--- src/rtl/fes_ram.sv ---
module fes_ram #(
	parameter int WIDTH = 8,
	parameter int DEPTH = 256
) (
	input  logic                     clk,
	input  logic                     en,
	input  logic                     we,
	input  logic [$clog2(DEPTH)-1:0] addr,
	input  logic [WIDTH-1:0]         wdata,
	output logic [WIDTH-1:0]         rdata
);

	logic [WIDTH-1:0] mem [DEPTH];

	// read data holds until the next read
	always_ff @(posedge clk) begin
		if (en) begin
			if (we) begin
				mem[addr] <= wdata;
			end else begin
				rdata <= mem[addr];
			end
		end
	end

endmodule

--- config.mk ---
export PLATFORM = sky130hd
export DESIGN_NAME = fes_ram
export DESIGN_NICKNAME = d
export VERILOG_FILES = /design/src/rtl/fes_ram.sv
export SDC_FILE = /design/constraint.sdc
export NUM_CORES = 2
export LEC_CHECK = 0
export BUFFER_PORTS_ARGS = -buffer_cell sky130_fd_sc_hd__buf_2
export CAP_MARGIN = 0
export CORE_MARGIN = 10
export CORE_UTILIZATION = 35
export CTS_CLUSTER_DIAMETER = 120
export DETAILED_ROUTE_END_ITERATION = 10
export PLACE_DENSITY = 0.54
export SLEW_MARGIN = 25
export SYNTH_ARGS = -nofsm -noshare
export SYNTH_HDL_FRONTEND = slang
export SYNTH_SLANG_ARGS = --single-unit
--- constraint.sdc ---
create_clock -name clk -period 6.8 [get_ports clk]
set_input_delay 0.68 -clock clk [delete_from_list [all_inputs] [get_ports clk]]
set_output_delay 0.68 -clock clk [all_outputs]
set_load 0.01 [all_outputs]
# After elaboration in Yosys (flattened, before gate mapping)
# Memory sizes are Yosys's and may differ from the RTL's. A register that Yosys moved wholly into a read port is not among the register bits.
# Index checks and enable logic that the tools add are counted.
# classes
n_reduce_logical	1
muxes	3
bitwise	1
# ops
operator	count
$mux W1	3
$reduce_and A2 Y1	1
$not A1 Y1	1
# word_totals
out_inout_bits	8
mem_count	1
mem_bits_rw	2048
reg_bits	0
in_bits	19
# mem_list
name	words	word_bits	read_ports	rd_clocked_by_memory_dff	write_ports	line_no	rtl
mem	256	8	1	1	1	13	logic [WIDTH-1:0] mem [DEPTH];

# Logic depth before layout (Yosys ltp)
# depth
word_depth	3
ltp_mapped	9
ltp_nobuf	5

# Worst setup path after synthesis
# No wires, ideal clock.
# synth_path
path_type	input to register
from	input addr[0]
to	memory mem[117][0] (enable)
slack_ns	3.825
cell_stages	8
setup_time_ns	0.370
t_arrival_ns	2.605
path_buffers	5
path_cell_list	buf_2 -> buf_6 -> buf_2 -> buf_2 -> nor3b_1 -> nand2_1 -> clkbuf_1 -> nor2_1
# synth_lines
item	line_no	rtl
start: declaration	8	input logic [$clog2(DEPTH)-1:0] addr,
end: declaration	13	
# No word-level cell before the write port.

==> results by group <==
Critical path
  – Req. time, crit path: 7340 ps
  – Worst setup SP type: input port
  – FF-to-FF setup slack: 3850 ps
  – Slowest CP cell: o41ai_1
  – Worst reg2reg endpoint: rdata[3]
  – Most common cell on crit path: buf_4
  – Worst Setup SP: addr[1]
  – CP endpoint: rdata[2]
  – Worst path cell trace: buf_8, buf_4, buf_4, mux4_2, a22oi_1, a21oi_1, o41ai_1, buf_4, nand4_1
  – WP data arrival: around 4600 ps
  – CP Capture Type: flip-flop
  – R2R depth: 5
  – Setup Crit Path Kind: in2reg
  – Worst-path fanout max: 56
  – Crit path largest cell delay: a little under 800 ps
  – Critical R2R Launch: mem[239][3]

Clock tree
  – CTS Sinks: ~2100
  – CTS root buf: clkbuf_16
  – TritonCTS clock tree: done
  – # H-tree levels: 4
  – Clk_lat worst skew: about 830 ps
  – CTS resizes: 0
  – Clock transition at the registers of the reported paths: ~60 ps
  – Setup Fix Bufs, Post-CTS: 0
  – Hold Buf Count CTS: 0
  – CTS Buffer Depth: 3
  – Num CTS Buffers: 207

Pwr
  – Power share of the clock group: 0.429
  – Final Power: about 26 mW
  – Sw Ratio: 0.211
  – Internal power component: about 21 mW
  – Power Dens Cells: 296 nW/um2
  – Switch Pwr: 5.57 mW
  – Register share of total power: 0.528
  – Leakage: approximately 27 nW
  – Peak supply drop: 0.205 mV
  – Gate power share: 0.043

Outcome
  – Status: finished clean

STA
  – Worst Max-Slew Pin Slew: 1100 ps
  – Final setup viols: 0
  – Hold violation total from the final report: 0
  – Slew headroom: 0.266
  – RSZ-0062 raised after global routing: no
  – Part of the cycle the worst path needs: 0.597
  – Max Slew Vio Count: 0
  – Final worst slack: about 2700 ps
  – Final Skew: 22.4 ps
  – Post-layout min period: between 4000 and 5000 ps
  – Max Clock Freq: between 0.2 and 0.25 GHz
  – Final setup TNS: 0 ps

Global route
  – First-pass GRT wire length: about 280000 um
  – Antenna violations before repair: 10
  – Pin count of the biggest net entering global routing: a little under 200
  – Total grt overflow: 0
  – Vias in the first global route: around 38000
  – GRT Util Overall: 0.160

Routing
  – Final ANT Viol Nets: 0
  – 1st-pass router iterations: 5
  – DRT iter0 DRCs: about 3900
  – DR vias: ~37000
  – Via/cell ratio: roughly 5.4
  – DR WL/cell: a little under 30 um
  – # DRC: 0
  – Routed WL: 198000 um

Run
  – Max Cap Viol: 0

Layout
  – Commonest cells after routing, fill and taps aside: 2056 x edfxtp_1, 512 x mux4_2, 256 x a22oi_1, 255 x nor2_1, 212 x clkbuf_16
  – Net count, final: about 3700
  – Area grow syn2layout: 13.8%
  – Fillers: between 15000 and 20000
  – Commonest non-fill, non-tap cell in the layout: edfxtp_1
  – Layout cells sized above 1: 0.257

Placement
  – Number of port buffers: 26
  – GP Congestion: approximately 0.76
  – Setup WS pre-CTS: approximately 1900 ps
  – DP HPWL: 116000 um

Floorplanning
  – Row cnt: 173
  – I/O Pins: 27
  – Die ar.: 243000 um2
  – Die X: just under 500 um
  – Core Area: about 220000 um2
  – Die Height: roughly 500 um
  – Initial Util: 0.352

Logic synthesis
  – Post-Synthesis Cell Area: between 70000 and 80000 um2
  – Cell count after synthesis: about 3500
  – Syn_area_per_cell: between 20 and 25 um2
  – Yosys reg bits: about 2100
  – Yosys warnings: 0
  – Cell variety after synth: 21
  – Syn Nets: 3545
  – Register area share after synthesis: 0.788

Hold path
  – Hold WC Path Type: in2reg
## through the flow
stage | std cells | hold WS (ps) | util | cell area [um2]
after floorplan | 3526 | 779 | - | 78400
after global routing | 6792 | 253 | 0.401 | 89200
after CTS | 6790 | 247 | 0.401 | 89200
after detailed placement | 6403 | 1040 | 0.371 | 82500
after global placement | 6398 | 1030 | 0.370 | 82300
final | 6793 | 269 | 0.401 | 89200
## registers in the layout, indices dropped and copies added, names as in the netlist
register  cells
mem        2048
rdata         8
## logic make-up (layout without fill, tap and decap cells)
kind of cell	count (synthesis)	in the layout	synth area share
buffers and inverters	225	515	0.0128
AND/OR/NAND/NOR	317	317	0.0161
flip-flops	2056	2056	0.788
multiplexers	512	512	0.147
AO/OA/AOI/OAI	416	416	0.0363
other	0	2	0
## Yosys cell counts, drive strengths merged
master	number	area, um2
nor3b	2	15.0
nand4	8	50.1
a21oi	128	641
and2	2	12.5
nand2b	2	12.5
nand2	30	113
edfxtp	2056	61700
nor2b	7	43.8
buf	82	468
mux4	512	11500
nor2	259	972
clkbuf	143	537
nand3	4	20.0
o41ai	32	280
and4	1	8.76
nor3	1	5.00
a22oi	256	1920
or2	1	6.26
## worst min path at each step
stage / from / end / slack [ps] / cells after the start
floorplan: wdata[0] / mem[0][0] / 780 / 0
global placement: mem[23][5] / rdata[5] / 1030 / 5
detailed placement: mem[23][5] / rdata[5] / 1040 / 5
CTS: we / rdata[5] / 250 / 2
global route: we / rdata[5] / 250 / 2
finish: wdata[5] / mem[80][5] / 270 / 1
## power by group through the flow
stage,sequential (mW),combinational [mW],clock (mW)
after CTS,14.0,1.15,11.5
after global placement,14.2,1.13,0
after detailed placement,14.2,1.15,0
after floorplan,14.2,0.599,0
final,14.0,1.13,11.3
after global routing,14.0,1.21,12.0
## layout make-up
type / count / area, um2 / share of cell area
Antenna cell: 2 / 5.00 / 0.0000561
Clock buffer: 253 / 5460 / 0.0612
Clock inverter: 134 / 1270 / 0.0142
Multi-Input combinational cell: 1245 / 15800 / 0.177
Sequential cell: 2056 / 61700 / 0.692
Tap cell: 2975 / 3720 / 0.0417
Timing Repair Buffer: 128 / 1210 / 0.0136
## metal layers
metal,routed length [um],vias to the layer above,share of wire,GRT usage
met5,13,-,0.000066,0
met4,4590,2,0.023,0.0405
met3,11500,268,0.058,0.0274
met2,98200,1167,0.50,0.265
met1,83600,19800,0.42,0.220
li1,-,15300,-,-
## worst max-delay path: cells and delay by family
family                 cells  cell delay [ps]
and+or+nand+nor            1               90
buffers and inverters      4             2020
muxes                      1              420
AOI/OAI and AO/OA          3             1190
Power figures use the tool's default switching activity.
