==> src/rtl/fes_pkg.sv <==
package fes_pkg;

	localparam int HEAT_W  = 6;
	localparam int COLOR_W = 8;
	localparam int POS_W   = 18;
	localparam int CHOICE_W = 2;

	localparam logic [HEAT_W-1:0] MAX_HEAT = 6'd36;

	typedef enum logic {
		ACT_SPREAD = 1'b0,
		ACT_READ   = 1'b1
	} action_t;

	// outcome of one item, handed from the datapath to the control
	typedef struct packed {
		logic [HEAT_W-1:0]  heat;
		logic [COLOR_W-1:0] red;
		logic [COLOR_W-1:0] green;
		logic [COLOR_W-1:0] blue;
		logic               rejected;
		logic               write_en;
	} spread_res_t;

	// fire palette, indexed by heat, clamped at the hottest entry
	function automatic logic [3*COLOR_W-1:0] palette(input logic [HEAT_W-1:0] h);
		logic [3*COLOR_W-1:0] c;
		case (h)
			6'd0:    c = 24'h070707;
			6'd1:    c = 24'h1F0707;
			6'd2:    c = 24'h2F0F07;
			6'd3:    c = 24'h470F07;
			6'd4:    c = 24'h571707;
			6'd5:    c = 24'h671F07;
			6'd6:    c = 24'h771F07;
			6'd7:    c = 24'h8F2707;
			6'd8:    c = 24'h9F2F07;
			6'd9:    c = 24'hAF3F07;
			6'd10:   c = 24'hBF4707;
			6'd11:   c = 24'hC74707;
			6'd12:   c = 24'hDF4F07;
			6'd13:   c = 24'hDF5707;
			6'd14:   c = 24'hDF5707;
			6'd15:   c = 24'hD75F07;
			6'd16:   c = 24'hD75F07;
			6'd17:   c = 24'hD7670F;
			6'd18:   c = 24'hCF6F0F;
			6'd19:   c = 24'hCF770F;
			6'd20:   c = 24'hCF7F0F;
			6'd21:   c = 24'hCF8717;
			6'd22:   c = 24'hC78717;
			6'd23:   c = 24'hC78F17;
			6'd24:   c = 24'hC7971F;
			6'd25:   c = 24'hBF9F1F;
			6'd26:   c = 24'hBF9F1F;
			6'd27:   c = 24'hBFA727;
			6'd28:   c = 24'hBFA727;
			6'd29:   c = 24'hBFAF2F;
			6'd30:   c = 24'hB7AF2F;
			6'd31:   c = 24'hB7B72F;
			6'd32:   c = 24'hB7B737;
			6'd33:   c = 24'hCFCF6F;
			6'd34:   c = 24'hDFDF9F;
			6'd35:   c = 24'hEFEFC7;
			default: c = 24'hFFFFFF;
		endcase
		return c;
	endfunction

endpackage

==> src/rtl/fes_datapath.sv <==
module fes_datapath import fes_pkg::*; #(
	parameter int FRAME_WIDTH = 640,
	parameter int PIXELS      = 245760
) (
	input  logic                      action,
	input  logic [POS_W-1:0]          position,
	input  logic [CHOICE_W-1:0]       rand_choice,
	input  logic [HEAT_W-1:0]         src_heat,
	output spread_res_t               res,
	output logic [$clog2(PIXELS)-1:0] waddr
);

	localparam int AW = $clog2(PIXELS);
	localparam int CW = ((AW > POS_W) ? AW : POS_W) + 2;

	logic [CW-1:0]        pos_ext;
	logic [CW-1:0]        base;
	logic [CW-1:0]        sub;
	logic [CW-1:0]        dst;
	logic                 out_of_range;
	logic                 top_row;
	logic [3*COLOR_W-1:0] rgb;

	assign pos_ext      = CW'(position);
	assign out_of_range = pos_ext >= CW'(PIXELS);
	assign top_row      = pos_ext < CW'(FRAME_WIDTH);
	assign rgb          = palette(src_heat);

	always_comb begin
		res      = '0;
		base     = pos_ext + CW'(1);
		sub      = CW'(rand_choice) + CW'(FRAME_WIDTH);
		dst      = '0;
		if (out_of_range) begin
			res.rejected = 1'b1;
		end else if (action == ACT_READ) begin
			res.heat  = src_heat;
			res.red   = rgb[3*COLOR_W-1:2*COLOR_W];
			res.green = rgb[2*COLOR_W-1:COLOR_W];
			res.blue  = rgb[COLOR_W-1:0];
		end else if (top_row) begin
			res.rejected = 1'b1;
		end else if (src_heat == '0) begin
			// cold source: plain copy one row up
			dst          = pos_ext - CW'(FRAME_WIDTH);
			res.write_en = 1'b1;
		end else if (base < sub) begin
			res.rejected = 1'b1;
		end else begin
			dst          = base - sub;
			res.heat     = src_heat - HEAT_W'(rand_choice[0]);
			res.write_en = 1'b1;
		end
		waddr = dst[AW-1:0];
	end

endmodule

==> config.mk <==
export PLATFORM = sky130hd
export DESIGN_NAME = fes_datapath
export DESIGN_NICKNAME = d
export VERILOG_FILES = /design/src/rtl/fes_pkg.sv /design/src/rtl/fes_datapath.sv
export SDC_FILE = /design/constraint.sdc
export NUM_CORES = 1
export LEC_CHECK = 0
export ABC_AREA = 1
export BUFFER_PORTS_ARGS = -buffer_cell sky130_fd_sc_hd__buf_4
export CAP_MARGIN = 20
export CORE_MARGIN = 10
export CORE_UTILIZATION = 56
export DETAILED_ROUTE_END_ITERATION = 7
export PLACE_DENSITY = 0.86
export SYNTH_ARGS = -nofsm -noshare
export SYNTH_HDL_FRONTEND = slang
export SYNTH_SLANG_ARGS = --single-unit
==> constraint.sdc <==
create_clock -name vclk -period 2.65
set_input_delay 0.1325 -clock vclk [all_inputs]
set_output_delay 0.1325 -clock vclk [all_outputs]
set_load 0.05 [all_outputs]
After elaboration in Yosys (flattened, before gate mapping)
Memory sizes are Yosys's and may differ from the RTL's.
Index checks and enable logic that the tools add are counted.
{"block": "op_classes", "reduce_logical": 1, "magnitude_cmp": 3, "add_sub_neg": 5, "mux": 20}
{"cell": "$mux 18", "count": 5}
{"cell": "$mux 30", "count": 1}
{"cell": "$mux 24", "count": 1}
{"cell": "$mux 6", "count": 4}
{"cell": "$add 18x1->19 const B", "count": 1}
{"cell": "$lt 19x11->1", "count": 1}
{"cell": "$ge 18x18->1 const B", "count": 1}
{"cell": "$lt 18x10->1 const B", "count": 1}
{"cell": "$sub 18x10->18 const B", "count": 1}
{"cell": "$sub 18x11->18", "count": 1}
{"cell": "$add 2x10->11 const B", "count": 1}
{"cell": "$mux 1", "count": 8}
{"cell": "$logic_not 6->1", "count": 1}
{"cell": "$sub 6x1->6", "count": 1}
{"cell": "$mux 2", "count": 1}
{"block": "totals", "output_inout_bits": 50, "ff_bits": 0, "elab_cells": 30, "rom_bits": 960, "n_memories": 1, "in_bits": 27}
{"name": "(name not given)", "words": 64, "width": 15, "rd": 1, "rd_ports_with_merged_regs": 0, "wr": 0, "line": "fes_pkg.sv:28", "rtl": "case (h)"}

Depth between registers and ports, before layout
Gate-level depths: netlist (run 1).
{"block": "logic_depth", "depth_word": 7, "mapped_depth": 18, "depth_no_buf": 17}

Worst setup path before layout (run 1)
No wires, ideal clock.
{"block": "synth_path", "path_kind": "input port to output port", "start": "in position[14]", "end": "out res[16] (netlist bit)", "path_slack_ns": -0.235, "cell_stages": 7, "t_arrival_ns": 2.753, "required_ns": 2.518, "path_cell_list": "inv_1 -> nor3_1 -> nor2_2 -> inv_1 -> a21oi_1 -> inv_1 -> a221oi_1"}
{"item": "start: declaration", "line": "fes_datapath.sv:6", "rtl": "input logic [POS_W-1:0] position,"}
{"item": "end: declaration", "line": "fes_datapath.sv:9", "rtl": "output spread_res_t res,"}

Final worst setup path (run 1)
{"block": "layout_path", "start": "in position[0]", "end": "out waddr[10]"}
{"block": "layout_between", "elab_chain_cells": 7}
{"item": "$add 18x1->19", "line": "fes_datapath.sv:31", "rtl": "base = pos_ext + CW'(1);"}
{"item": "$sub 18x11->18 or $lt 19x11->1 (tied branches)", "line": "fes_datapath.sv:50, fes_datapath.sv:47"}
{"item": "$mux 18", "line": "fes_datapath.sv:47", "rtl": "end else if (base < sub) begin"}
{"item": "$mux 18", "line": "fes_datapath.sv:43", "rtl": "end else if (src_heat == '0) begin"}
{"item": "$mux 18", "line": "fes_datapath.sv:41", "rtl": "end else if (top_row) begin"}
{"item": "$mux 18", "line": "fes_datapath.sv:36", "rtl": "end else if (action == ACT_READ) begin"}
{"item": "$mux 18 *", "line": "fes_datapath.sv:34", "rtl": "if (out_of_range) begin"}
{"item": "end: declaration", "line": "fes_datapath.sv:10", "rtl": "output logic [$clog2(PIXELS)-1:0] waddr"}
Mark *: on every way between the ends. The rest lies on a longest branch, timed or not.

==> results of run 1 <==
## area by class of cell
type               instances  area, µm²  area share
multi-input cells        416       2270       0.698
repair buffers            86        653       0.201
inverters                 71        267      0.0818
well taps                 52       65.1      0.0200
## synth_stat cells, types with 7 or more instances
library cell | instances | share of area
nand2_2 | 9 | 0.022
buf_2 | 7 | 0.014
nand4_1 | 14 | 0.034
nor2_2 | 8 | 0.020
o21ai_0 | 26 | 0.051
nand3_1 | 48 | 0.094
nor2_1 | 57 | 0.083
buf_4 | 8 | 0.023
ha_1 | 16 | 0.078
nand2_1 | 149 | 0.22
a21oi_1 | 32 | 0.062
nor2_4 | 8 | 0.035
inv_1 | 64 | 0.094
## worst min-delay path: cells and delay by family
kind	cells	cell delay (ps)
AND/OR/NAND/NOR	1	60
buffers and inverters	3	360
## metal layers
metal  share of wire  global-route usage  vias up
met4           0.039               0.109        0
met2            0.48               0.431      245
met1            0.38               0.285     1700
met3           0.095              0.0418       43
met5               0                   0        -
li1                -                   -     1774
## how the worst max path moves through the flow
stage                      endpoint  slack (ps)  cells past startpoint   startpoint
after global routing      waddr[10]          10                     17  position[0]
final                     waddr[10]         140                     17  position[0]
after detailed placement  waddr[12]          50                     16  position[0]
after floorplan           waddr[14]           1                     13  position[0]
after global placement    waddr[12]         150                     16  position[0]
after CTS                 waddr[12]          50                     16  position[0]
## per-stage QoR
step | instance area, µm² | util
final | 3260 | 0.743
after global routing | 3260 | 0.743
after CTS | 3170 | 0.722
after detailed placement | 3170 | 0.722
after global placement | 3170 | 0.722
after floorplan | 2580 | -
## power groups by stage
stage	Clock [mW]	Combinational (mW)	Sequential, mW
after floorplan	0	0.507	0
after global placement	0	0.709	0
after detailed placement	0	0.717	0
after CTS	0	0.719	0
after global routing	0	0.792	0
final	0	0.742	0
## cells by family (layout without fill, tap and decap cells)
| group | Yosys count | in the layout | share of synthesized area |
|---|---|---|---|
| xor+xnor | 7 | 7 | 0.0239 |
| buf+inv | 90 | 157 | 0.147 |
| simple gates | 310 | 312 | 0.564 |
| compound gates | 80 | 80 | 0.180 |
| fa+ha+maj | 17 | 17 | 0.0859 |
## timing repair
item	in CTS	in global routing
setup endpoints to repair	0	22
buffers inserted	0	2
gates resized for setup	0	9
==> impl_metrics.ini, run 1 <==
[drt]
routed_wire_length_per_instance_um = 16.7
antenna_nets_post_route = 0
via_per_inst = 6.02
num_vias = 3762
first_iter_violations = 344
detail_route.first_pass.iterations = 5
totalWireLength_mm = 10.5
drc_errors = 0

[timing]
finalCritPeriodShare = 0.945
worst-slew-pin-transition_ps = 440
rsz0062_at_grt = false
report.final.hold_viol_count = 0
total_negative_slack_for_setup_checks_ps = 0
final_setup_violation_count = 0
finalWorstSetupSlack_ps = 145
finalMaxSlewViolations = 0
relSlewSlack = 0.705
finalHoldWorstSlack_ps = 689
achievable-frequency_mhz = 399
final.min_clock_period_ps = 2510

[global_route]
grt_first_pass_wirelength_mm = 16.3
global_route.overflow_total = 0
antenna_found_initial = 0
first_global_vias = 3543
groute.usage.overall = 0.246
grt_start_max_net_pins = 21

[setup_path]
arrival_worst_endpoint_ps = 2370
cp_num_buf_inv = 4
worstSetupEndpointType = output port
slowest_library_cell_on_the_worst_path = ha_1
startpoint_type = input pin
cp_slowest_stage_delay_ps = 270
worst_path_dominant_cell_family = simple AND/OR/NAND/NOR gates
timing_worst_setup_path_type = input pin to output port
cp.required_ps = 2520
critPathMaxFanout = 10
worst_path_most_repeated_cell = nand2_2
crit_path_cell_trace = buf_6 > inv_1 > ha_4 > ha_1 > inv_1 > nor2_1 > nor2_1 > nand2_2 > nor2_4 > nand2_1 > nand2_2 > nand2_2 > nand2_4 > nand4_4 > nand2_8 > nor2_2 > buf_4

[finish]
seqCellArea_um2 = 0
num-nets-final = 619
clkbuf_count = 0
layout.cells.most_common = nand2_1
antenna-diode-count = 0
fillerInstances = 394
final_cell_count_without_fillers = 625
layout.cells.most_common_list = nand2_1, buf_4, inv_1, nor2_1, nand3_1
fraction_of_layout_instances_using_a_drive_strength_above_1 = 0.244
syn_to_final_growth_pct = 27.0
nFlopsAndLatches = 0

[status]
run_status = completed

[floorplan]
rows = 24
die_w_um = 87.7
design.portCount = 77
start_util = 0.585
chipHeight_um = 87.7
floorplan.core_area_um2 = 4380
dieArea_um2 = 7690

[placed_design]
post-dp-hpwl_mm = 8.17
buffer_ports.inserted = 77
dp_cells = 621
gp_congestion = 1.04
preCtsSetupSlack_ps = 53.3

[hold_path]
min_path_type = input pin to output port
holdPathStages = 4
worstHoldEndpoint = res[12]
worst_hold_startpoint = action

[power]
power_mw = 0.742
cellInternalPower_mw = 0.221
vdd_drop_max_uv = 221
power.leakage_nw = 1.74
share_of_total_power_in_sequential_cells = 0
netSwitchingPower_mw = 0.521
clock_power_share = 0
comb_power_share = 1.000
power_density_nw_per_um2 = 228
netSwitchingFraction = 0.702

[logic_synthesis]
synth_sequential_area_ratio = 0
avgSynthCellArea_um2 = 5.09
synth_area_um2 = 2560
synth_fp_nets = 548
synthesis.yosys.warnings = 0
synthCells = 504
synth_cell_types = 37

[run]
number_of_max_capacitance_violations_reported = 0

[cts]
post_cts_hold_buffer_count = 0
Note: power is estimated with default switching activity, not from simulation.
==> inputs of run 2 (changes only) <==
Settings changed: CORE_ASPECT_RATIO set to 0.9, PLACE_DENSITY 0.86 to 0.85.
==> impl_metrics.ini, run 2 (synthesis results as in run 1) <==
[floorplan]
floorplan.core_area_um2 = 4430
design.portCount = 77
dieArea_um2 = 7690
start_util = 0.579
rows = 23
die_w_um = 91.3
chipHeight_um = 84.2

[finish]
seqCellArea_um2 = 0
layout.cells.most_common_list = nand2_1, buf_4, inv_1, nor2_1, nand3_1
syn_to_final_growth_pct = 26.5
nFlopsAndLatches = 0
layout.cells.most_common = nand2_1
fraction_of_layout_instances_using_a_drive_strength_above_1 = 0.238
final_standard_cell_utilization_of_the_core = 0.732
antenna-diode-count = 0
num-nets-final = 617
clkbuf_count = 0

[timing]
finalHoldWorstSlack_ps = 694
rsz0062_at_grt = false
final_setup_violation_count = 0
report.final.hold_viol_count = 0
finalWorstSetupSlack_ps = 196
finalCritPeriodShare = 0.926
worst-slew-pin-transition_ps = 385
finalMaxSlewViolations = 0
total_negative_slack_for_setup_checks_ps = 0
final.min_clock_period_ps = 2450
relSlewSlack = 0.740
achievable-frequency_mhz = 407

[setup_path]
crit_path_cell_trace = buf_6 > ha_1 > nand2_2 > nor2_4 > nand3_1 > xor2_1 > buf_4 > nand2_2 > nor2_4 > nand4_4 > nand2_8 > nor2_2 > buf_4
cp_slowest_stage_delay_ps = 250
critPathMaxFanout = 10
timing_worst_setup_path_type = input pin to output port
slowest_library_cell_on_the_worst_path = ha_1
worstSetupEndpointType = output port
arrival_worst_endpoint_ps = 2320
cp.required_ps = 2520
startpoint_type = input pin

[power]
vdd_drop_max_uv = 147
power_density_nw_per_um2 = 225
power.leakage_nw = 1.73

[hold_path]
worstHoldEndpoint = waddr[4]
worst_hold_startpoint = position[4]
holdPathStages = 4
min_path_type = input pin to output port

[drt]
detail_route.first_pass.iterations = 5
num_vias = 3672
routed_wire_length_per_instance_um = 15.4
drc_errors = 0
first_iter_violations = 308
antenna_nets_post_route = 0
via_per_inst = 5.80
totalWireLength_mm = 9.74

[global_route]
first_global_vias = 3404
antenna_found_initial = 0
global_route.overflow_total = 0
grt_first_pass_wirelength_mm = 15.8
grt_start_max_net_pins = 21
groute.usage.overall = 0.232

[cts]
ctsResizeCount = 0
post_cts_hold_buffer_count = 0
cts_setup_buffers = 0

[placed_design]
gp_congestion = 1.03
preCtsSetupSlack_ps = 95.1
buffer_ports.inserted = 77
post-dp-hpwl_mm = 7.85

[status]
run_status = completed

[run]
number_of_max_capacitance_violations_reported = 0
run 2: cell count changes in the layout (fill, tap and decap cells not counted), sizes merged:
cell / change
buf: -2
run 2: layer usage:
layer  track usage  vias up  routed length, µm
met5             0        -                  0
met4        0.0626        0                196
met3        0.0320       30                982
met2         0.412      226               4660
met1         0.283     1641               3910
li1              -     1775                  -
run 2: area by class of cell:
class | instances | area (µm²)
multi-input cells | 416 | 2260
well taps | 62 | 77.6
fillers | 423 | 1190
inverters | 71 | 267
repair buffers | 84 | 642
run 2: how the worst max path moves through the flow:
stage,startpoint,endpoint,depth (start not counted)
finish,position[0],waddr[9],13
global route,position[0],waddr[7],13
CTS,position[0],waddr[12],16
detailed placement,position[0],waddr[12],16
global placement,position[0],waddr[12],16
floorplan,position[0],waddr[14],13
run 2: where the power goes:
part / switching, mW / internal [mW]
Combinational: 0.511 / 0.220
Clock: 0 / 0
Sequential: 0 / 0
run 2: through the flow:
stage / area (µm²) / total power, mW / cells
floorplan: 2580 / 0.507 / 504
global placement: 3180 / 0.705 / 631
detailed placement: 3180 / 0.713 / 631
CTS: 3180 / 0.715 / 631
global route: 3250 / 0.787 / 633
finish: 3250 / 0.731 / 633
run 2: critical path, delay by kind of cell:
| kind | cells | cell delay [ps] |
|---|---|---|
| and+or+nand+nor | 8 | 1300 |
| adders and majority gates | 1 | 250 |
| xor gates and xnor gates | 1 | 180 |
| buffers and inverters | 3 | 460 |
